--- src/gait_angle_stim_trigger_assert.svh ---
// ----------------------------------------------------------------------------
// Assertion macros for the gait angle stimulation trigger
// Implication checks, same-cycle and next-cycle, reset aware.
// ----------------------------------------------------------------------------
`ifndef GAIT_ANGLE_STIM_TRIGGER_ASSERT_SVH
`define GAIT_ANGLE_STIM_TRIGGER_ASSERT_SVH

// Antecedent implies consequent in the same cycle
`define GAST_ASSERT_IMPL(label, clk, rst_n, ante, cons) \
    label: assert property (@(posedge clk) disable iff (!rst_n) (ante) |-> (cons)) \
        else $error("gait_angle_stim_trigger: implication check failed");

// Antecedent implies consequent in the next cycle
`define GAST_ASSERT_NEXT(label, clk, rst_n, ante, cons) \
    label: assert property (@(posedge clk) disable iff (!rst_n) (ante) |=> (cons)) \
        else $error("gait_angle_stim_trigger: next-cycle check failed");

`endif

--- src/gast_pkg.sv ---
// ----------------------------------------------------------------------------
// gast_pkg
// Shared types and constants of the gait angle stimulation trigger.
// ----------------------------------------------------------------------------
`default_nettype none

package gast_pkg;

    // Angle word, Q16.16
    localparam int ANGLE_W = 32;

    // Configuration register indexes
    localparam logic [1:0] REG_RATE_GAIN       = 2'd0;
    localparam logic [1:0] REG_STIM_ANGLE      = 2'd1;
    localparam logic [1:0] REG_WORK_AMPLITUDE  = 2'd2;
    localparam logic [1:0] REG_MAX_PERIOD_TIME = 2'd3;

    // Running max/min token handed from cell to cell
    typedef struct packed {
        logic                      valid;
        logic signed [ANGLE_W-1:0] max_val;
        logic signed [ANGLE_W-1:0] min_val;
    } token_t;

    // Sequencer states
    typedef enum logic [6:0] {
        ST_IDLE   = 7'b0000001,
        ST_ACC    = 7'b0000010,
        ST_SHIFT  = 7'b0000100,
        ST_LAUNCH = 7'b0001000,
        ST_SCAN   = 7'b0010000,
        ST_MID    = 7'b0100000,
        ST_DECIDE = 7'b1000000
    } state_t;

endpackage

`default_nettype wire

--- src/gast_cell.sv ---
// ----------------------------------------------------------------------------
// gast_cell
// One window entry. Shifts the angle line on command and folds its entry
// into the max/min token passing through, one cell per cycle.
// ----------------------------------------------------------------------------
`default_nettype none

module gast_cell
(
    input  wire logic                                   clk,
    input  wire logic                                   rst_n,
    input  wire logic                                   shift_en,
    input  wire logic signed [gast_pkg::ANGLE_W-1:0]    entry_in,
    output logic signed [gast_pkg::ANGLE_W-1:0]         entry_out,
    input  wire gast_pkg::token_t                       tok_in,
    output gast_pkg::token_t                            tok_out
);

    logic signed [gast_pkg::ANGLE_W-1:0] entry_reg;
    logic                                valid_reg;
    logic signed [gast_pkg::ANGLE_W-1:0] max_reg;
    logic signed [gast_pkg::ANGLE_W-1:0] min_reg;
    logic signed [gast_pkg::ANGLE_W-1:0] max_next;
    logic signed [gast_pkg::ANGLE_W-1:0] min_next;

    // Hold the window entry, advance it on a shift
    always_ff @(posedge clk or negedge rst_n)
    begin
        if (!rst_n)
        begin
            entry_reg <= '0;
        end
        else if (shift_en)
        begin
            entry_reg <= entry_in;
        end
    end

    // Fold this entry into the passing token
    always_comb
    begin
        max_next = ($signed(entry_reg) > $signed(tok_in.max_val)) ? entry_reg : tok_in.max_val;
        min_next = ($signed(entry_reg) < $signed(tok_in.min_val)) ? entry_reg : tok_in.min_val;
    end

    // Token valid travels with reset, payload without
    always_ff @(posedge clk or negedge rst_n)
    begin
        if (!rst_n)
        begin
            valid_reg <= 1'b0;
        end
        else
        begin
            valid_reg <= tok_in.valid;
        end
    end

    always_ff @(posedge clk)
    begin
        if (tok_in.valid)
        begin
            max_reg <= max_next;
            min_reg <= min_next;
        end
    end

    assign entry_out       = entry_reg;
    assign tok_out.valid   = valid_reg;
    assign tok_out.max_val = max_reg;
    assign tok_out.min_val = min_reg;

endmodule

`default_nettype wire

--- config.mk ---
export PLATFORM = sky130hd
export DESIGN_NAME = gast_cell
export DESIGN_NICKNAME = d
export VERILOG_FILES = /design/src/gait_angle_stim_trigger_assert.svh /design/src/gast_pkg.sv /design/src/gast_cell.sv
export SDC_FILE = /design/constraint.sdc
export NUM_CORES = 1
export LEC_CHECK = 0
export BUFFER_PORTS_ARGS = -buffer_cell sky130_fd_sc_hd__buf_2
export CORE_MARGIN = 2
export CORE_UTILIZATION = 58
export CTS_BUF_LIST = sky130_fd_sc_hd__clkbuf_8
export CTS_CLUSTER_DIAMETER = 80
export CTS_CLUSTER_SIZE = 25
export DETAILED_ROUTE_END_ITERATION = 12
export PLACE_DENSITY = 0.95
export SKIP_LAST_GASP = 1
export SYNTH_ARGS = -nofsm -noshare
export SYNTH_HDL_FRONTEND = slang
export SYNTH_SLANG_ARGS = --single-unit
--- constraint.sdc ---
create_clock -name clk -period 4.8 [get_ports clk]
set_input_delay 0.48 -clock clk [delete_from_list [all_inputs] [get_ports clk]]
set_output_delay 0.48 -clock clk [all_outputs]
set_load 0.01 [all_outputs]
==> impl_metrics.csv, run 1 <==
group,metric,value,unit
outcome,status,"finished clean",
worst_hold_path,min-delay-path-class,"in -> async",
layout,multi_input_area,3290,um2
synthesis,synth.top_cells.by_count,"sky130_fd_sc_hd__inv_1 (66), sky130_fd_sc_hd__edfxtp_1 (64), sky130_fd_sc_hd__ha_1 (63), sky130_fd_sc_hd__nand2_1 (46), sky130_fd_sc_hd__nand4_1 (40)",
sta,worst_pin_slew,1.16,ns
die,design.die.area,12000,um2
layout,area.sequential,2750,um2
synthesis,post_synth.cell_area_avg,11.3,um2
sta,setup-violations-final,0,
synthesis,synth-edff-count,64,
sta,finalHoldWorstSlack,0.200,ns
layout,drive_gt1_share,41.1,%
synthesis,ys_async_sr_fraction,34.0,%
worst_setup_path,crit_type,"reg -> reg",
worst_setup_path,worstReg2RegStart,"entry_out[27]$_DFFE_PN0P_",
cts,h-tree-depth,3,
sta,tns,0,ns
cts,cts_root_buf,"sky130_fd_sc_hd__clkbuf_8",
die,std_cell_rows,38,
power,peakVddDrop,0.173,mV
sta,grt_setup_unrepaired,"false",
global_route,first_global_vias,5546,
sta,layout_min_cycle_time,3.67,ns
global_route,grt_pass1_wl,27.4,mm
worst_setup_path,worst_setup_path_end_kind,"register",
worst_setup_path,cp_max_fo,30,
cts,tritoncts_clock_tree,"yes",
sta,worst_clock_skew,0.0130,ns
power,net-switching-power,0.825,mW
global_route,number_of_antenna_violations_at_the_first_check_in_global_routing,2,
worst_setup_path,worstSetupStartpoint,"entry_out[27]$_DFFE_PN0P_",
die,coreArea,10800,um2
synthesis,synth_sequential_area_ratio,42.5,%
cts,clock_latency,0.38,ns
sta,final_min_period_over_clock_period,76.6,%
placed_design,portBuffers,196,
die,floorplan.die.width,110,um
global_route,overflow,0,
synthesis,synthesis.instances,573,
die,start_util,59.6,%
global_route,grtUsageTotal,29.8,%
drt,drt_iter0_drc,511,
synthesis,yosys.area.top_type,"sky130_fd_sc_hd__edfxtp_1",
drt,total_via_count_in_the_routed_design,5738,
sta,timing.final.max_slew_violations,0,
cts,hold_buffers,0,
drt,ant_nets,0,
power,clockPowerShare,20.3,%
placed_design,place.detailed.hpwl,13.0,mm
cts,cts.reportedPaths.clkPinSlew,0.09,ns
sta,maxSlewHeadroom,22.6,%
synthesis,synth_top_area_share,29.8,%
drt,routed_wl,18.0,mm
synthesis,synthTopCellsByArea,"sky130_fd_sc_hd__edfxtp_1 (30%), sky130_fd_sc_hd__dfrtp_1 (13%), sky130_fd_sc_hd__ha_1 (12%)",
power,int_power,1.62,mW
synthesis,synth_seq_cells,97,
sta,hold_violations,0,
layout,layout-area-overhead-vs-synth,19.0,%
synthesis,synth_nets,736,
cts,cts_sinks,97,
global_route,grt_start_max_net_pins,62,
power,p_leak,3.57,nW
cts,max_buffers_root_to_sink,2,
drt,drt-wirelength-per-cell,20.1,um
worst_setup_path,start_kind,"register",
worst_setup_path,critPathRequiredTime,5.05,ns
synthesis,synth_area,6460,um2
placed_design,placer_congestion_estimate,0.936,
die,io-pin-count,197,
drt,detail_route.drc_violations,0,
drt,drt-vias-per-instance,6.41,
cts,post-cts-setup-buffer-count,0,
power,power.density,318,nW/um2
cts,cts_buffers,9,
power,swShare,33.8,%
layout,num-fill-cells,763,
synthesis,yosysUniqueCellTypes,48,
sta,maxClockFrequency,0.272,GHz
cts,cts_repair_resize_count,0,
layout,nNetsFinal,912,
power,power_frac_seq,45.9,%
job,cap_violations,0,
drt,firstDrtPassIters,7,
worst_setup_path,worst-r2r-setup-slack,1.13,ns
synthesis,synth_most_common_cell,"sky130_fd_sc_hd__inv_1",
synthesis,yosys_warns,0,
die,die-height,110,um
power,pwr-share-comb,33.8,%
synthesis,synth-main-ff-cell,"sky130_fd_sc_hd__edfxtp_1",
worst_setup_path,worst_ep_arrival_time,3.92,ns
metal layers:
layer	global-route usage [%]	vias up	routed length, um
met4	13.3	0	524
met1	37.9	2767	6830
li1	-	2581	-
met2	50.7	348	9010
met3	4.21	42	1590
met5	0	-	0
cells by family after synthesis:
kind of cell / Yosys count / share of synthesized area, %
AND/OR/NAND/NOR: 108 / 8.62
multiplexers: 65 / 13.1
flip-flops: 97 / 42.5
buffers and inverters: 104 / 6.76
adder cells (fa/ha/maj): 63 / 12.2
AO/OA/AOI/OAI: 136 / 16.8
through the flow:
step                      std cells  util (%)  worst slack, ns  instance area, um2  power, mW
after floorplan                 573         -             2.01                6460       1.66
after global placement          878      69.2             1.30                7500       1.90
after detailed placement        878      69.2             1.18                7500       1.95
after CTS                       894      70.9             1.20                7680       2.44
after global routing            895      70.9            0.916                7690       2.56
final                           895      70.9             1.13                7690       2.44
worst paths after layout:
path,to,depth (start not counted)
setup / recovery,max_reg[15]$_DFFE_PP_,7
hold / removal,entry_out[4]$_DFFE_PN0P_,1
setup reg to reg,max_reg[15]$_DFFE_PP_,7
hold reg to reg,entry_out[5]$_DFFE_PN0P_,1
max in group asynchronous,entry_out[19]$_DFFE_PN0P_,1
min in group clk,entry_out[0]$_DFFE_PN0P_,3
layout by cell type, fill, tap and decap left out, types with 2 or more instances in the layout:
cell                         n
sky130_fd_sc_hd__a21o_1      7
sky130_fd_sc_hd__a21oi_1    25
sky130_fd_sc_hd__a21oi_2     3
sky130_fd_sc_hd__a221oi_2    2
sky130_fd_sc_hd__a32oi_1    14
sky130_fd_sc_hd__buf_2     196
sky130_fd_sc_hd__buf_4       5
sky130_fd_sc_hd__clkbuf_8   10
sky130_fd_sc_hd__clkinv_2    2
sky130_fd_sc_hd__clkinv_4    3
sky130_fd_sc_hd__dfrtp_1    33
sky130_fd_sc_hd__edfxtp_1   64
sky130_fd_sc_hd__ha_1       62
sky130_fd_sc_hd__inv_1      66
sky130_fd_sc_hd__mux2_2     33
sky130_fd_sc_hd__mux2_4     30
sky130_fd_sc_hd__nand2_1    46
sky130_fd_sc_hd__nand3_1     5
sky130_fd_sc_hd__nand4_1    40
sky130_fd_sc_hd__nor2_1      3
sky130_fd_sc_hd__nor2b_1     2
sky130_fd_sc_hd__nor3_1      2
sky130_fd_sc_hd__nor4_1      4
sky130_fd_sc_hd__o211ai_1    3
sky130_fd_sc_hd__o21ai_0     8
sky130_fd_sc_hd__o21ai_1     3
sky130_fd_sc_hd__o221a_2    16
sky130_fd_sc_hd__o22ai_1    17
sky130_fd_sc_hd__o311a_1    14
sky130_fd_sc_hd__o311ai_0   14
cell type report:
class / instances / share of cell area (%)
timing repair buffer: 202 / 13.5
antenna: 1 / 0.0326
tap: 140 / 2.28
clock buffer: 10 / 1.79
clock inverter: 6 / 0.570
multi-input combinational: 372 / 42.8
inverter: 67 / 3.27
sequential: 97 / 35.7
power groups by stage:
| stage | clock, mW | sequential [mW] | combinational (mW) |
|---|---|---|---|
| 2_1_floorplan | 0 | 1.17 | 0.492 |
| 3_3_place_gp | 0 | 1.13 | 0.773 |
| 3_5_place_dp | 0 | 1.14 | 0.812 |
| 4_1_cts | 0.505 | 1.12 | 0.818 |
| 5_1_grt | 0.533 | 1.13 | 0.899 |
| 6_report | 0.496 | 1.12 | 0.825 |
critical path: stages (launching register included):
cell and delay (ns):
sky130_fd_sc_hd__dfrtp_1 0.52, sky130_fd_sc_hd__ha_1 0.39, sky130_fd_sc_hd__nand4_1 0.17, sky130_fd_sc_hd__nor3_1 0.09, sky130_fd_sc_hd__a21oi_2 0.68, sky130_fd_sc_hd__o21ai_2 0.55
sky130_fd_sc_hd__o211ai_2 0.81, sky130_fd_sc_hd__o221a_2 0.32
Power figures use the tool's default switching activity.
==> inputs of run 2 (changes only) <==
Settings changed: CORE_UTILIZATION 58 to 54, PLACE_DENSITY 0.95 to 0.92.
Clock period 4.8 ns to 3.6 ns, I/O delays scaled along.
==> impl_metrics.csv, run 2 (synthesis gave the netlist of run 1 again) <==
group,metric,value,unit
outcome,status,"finished clean",
layout,stdcell_count,914,
sta,timing.final.max_slew_violations,0,
layout,layout.cells.most_common,"sky130_fd_sc_hd__buf_2",
die,start_util,55.8,%
sta,setup-violations-final,0,
worst_setup_path,start_kind,"register",
die,std_cell_rows,39,
global_route,overflow,0,
placed_design,dp_worst_setup_slack,0.398,ns
global_route,first_global_vias,5438,
die,io-pin-count,197,
cts,clock_latency,0.39,ns
sta,layout_min_cycle_time,3.19,ns
die,floorplan.die.width,113,um
cts,cts.reportedPaths.clkPinSlew,0.09,ns
drt,detail_route.drc_violations,0,
worst_setup_path,crit_type,"reg -> reg",
sta,worst_clock_skew,0.0103,ns
cts,cts_root_buf,"sky130_fd_sc_hd__clkbuf_8",
drt,total_via_count_in_the_routed_design,5610,
global_route,grtUsageTotal,26.9,%
placed_design,dpl.cell_count,896,
layout,multi_input_area,3290,um2
drt,ant_nets,0,
layout,num-fill-cells,861,
die,design.die.area,12900,um2
worst_setup_path,worst_setup_path_end_kind,"register",
cts,max_buffers_root_to_sink,2,
power,power.density,417,nW/um2
worst_setup_path,critPathRequiredTime,3.74,ns
layout,nNetsFinal,927,
power,peakVddDrop,0.237,mV
drt,drt-wirelength-per-cell,18.8,um
drt,routed_wl,17.2,mm
drt,firstDrtPassIters,5,
sta,worst_pin_slew,0.900,ns
sta,grt_setup_unrepaired,"false",
die,coreArea,11600,um2
cts,tritoncts_clock_tree,"yes",
drt,drt-vias-per-instance,6.14,
worst_setup_path,worst_ep_arrival_time,3.33,ns
sta,tns,0,ns
cts,cts_buffers,9,
cts,hold_buffers,0,
sta,maxSlewHeadroom,40.0,%
cts,post-cts-setup-buffer-count,0,
worst_hold_path,min-delay-path-class,"in -> async",
global_route,grt_start_max_net_pins,66,
layout,layout_common_cells,"sky130_fd_sc_hd__buf_2 (196), sky130_fd_sc_hd__inv_1 (67), sky130_fd_sc_hd__edfxtp_1 (64)",
layout,layout-area-overhead-vs-synth,20.7,%
power,p_leak,3.62,nW
die,die-height,113,um
placed_design,placer_congestion_estimate,0.888,
global_route,number_of_antenna_violations_at_the_first_check_in_global_routing,3,
placed_design,place.detailed.hpwl,12.5,mm
layout,drive_gt1_share,42.0,%
worst_setup_path,cp_max_fo,32,
cts,h-tree-depth,3,
cts,cts_sinks,97,
global_route,grt_pass1_wl,27.1,mm
sta,post-route-worst-setup-slack,0.412,ns
layout,area.sequential,2750,um2
sta,final_min_period_over_clock_period,88.6,%
job,cap_violations,0,
placed_design,portBuffers,196,
sta,hold_violations,0,
drt,drt_iter0_drc,568,
cts,cts_repair_resize_count,0,
sta,maxClockFrequency,0.314,GHz
-- run 2: cell count changes in the layout (fill, tap and decap cells not counted), sizes merged --
| cell | change |
|---|---|
| buf | +15 |
| clkinv | -4 |
| clkinvlp | +3 |
| inv | +2 |
| clkbuf | -1 |
| diode | +1 |
-- run 2: per-layer routing --
metal,vias up,track usage (%),routed length [um]
li1,2605,-,-
met1,2645,34.0,6890
met2,311,44.9,8240
met3,47,6.91,1510
met4,2,9.76,533
met5,-,0,12
-- run 2: critical path, stage by stage (launching register included) --
cell                       delay (ns)
sky130_fd_sc_hd__dfrtp_1         0.47
sky130_fd_sc_hd__ha_1            0.33
sky130_fd_sc_hd__o21ai_1         0.12
sky130_fd_sc_hd__a31oi_1         0.06
sky130_fd_sc_hd__o311ai_1        0.44
sky130_fd_sc_hd__nand3_1         0.18
sky130_fd_sc_hd__a221oi_2        0.37
sky130_fd_sc_hd__mux2i_4         0.31
sky130_fd_sc_hd__buf_12          0.28
sky130_fd_sc_hd__mux2_2          0.36
-- run 2: layout make-up --
type | count | share of cell area [%]
Sequential cell | 97 | 35.3
Multi-Input combinational cell | 372 | 42.2
Timing Repair Buffer | 217 | 14.8
Antenna cell | 2 | 0.0642
Clock inverter | 7 | 0.594
Clock buffer | 9 | 1.59
Tap cell | 143 | 2.30
Inverter | 67 | 3.23
-- run 2: stage by stage --
stage	utilization, %	power (mW)	instance area, um2	hold WS (ns)
3_5_place_dp	65.9	2.62	7620	0.527
2_1_floorplan	-	2.21	6460	0.0644
5_1_grt	67.4	3.43	7790	0.123
4_1_cts	67.3	3.26	7790	0.103
6_report	67.4	3.25	7790	0.0925
3_3_place_gp	65.9	2.58	7620	0.519
-- run 2: final timing paths --
| kind | startpoint | to | slack, ns | cells past startpoint |
|---|---|---|---|---|
| worst max register to register | entry_out[1]$_DFFE_PN0P_ | min_reg[0]$_DFFE_PP_ | 0.41 | 9 |
| worst min register to register | entry_out[9]$_DFFE_PN0P_ | entry_out[9]$_DFFE_PN0P_ | 0.67 | 1 |
| worst max-delay path | entry_out[1]$_DFFE_PN0P_ | min_reg[0]$_DFFE_PP_ | 0.41 | 9 |
| min in group clk | entry_in[0] | entry_out[0]$_DFFE_PN0P_ | 0.18 | 3 |
| worst min-delay path | rst_n | entry_out[4]$_DFFE_PN0P_ | 0.09 | 1 |
| max in group asynchronous | rst_n | entry_out[23]$_DFFE_PN0P_ | 2.95 | 1 |
-- run 2: where the power goes --
group | internal (mW) | switching, mW
logic | 0.532 | 0.605
registers | 1.37 | 0.0924
clock network | 0.248 | 0.399
total | 2.15 | 1.10
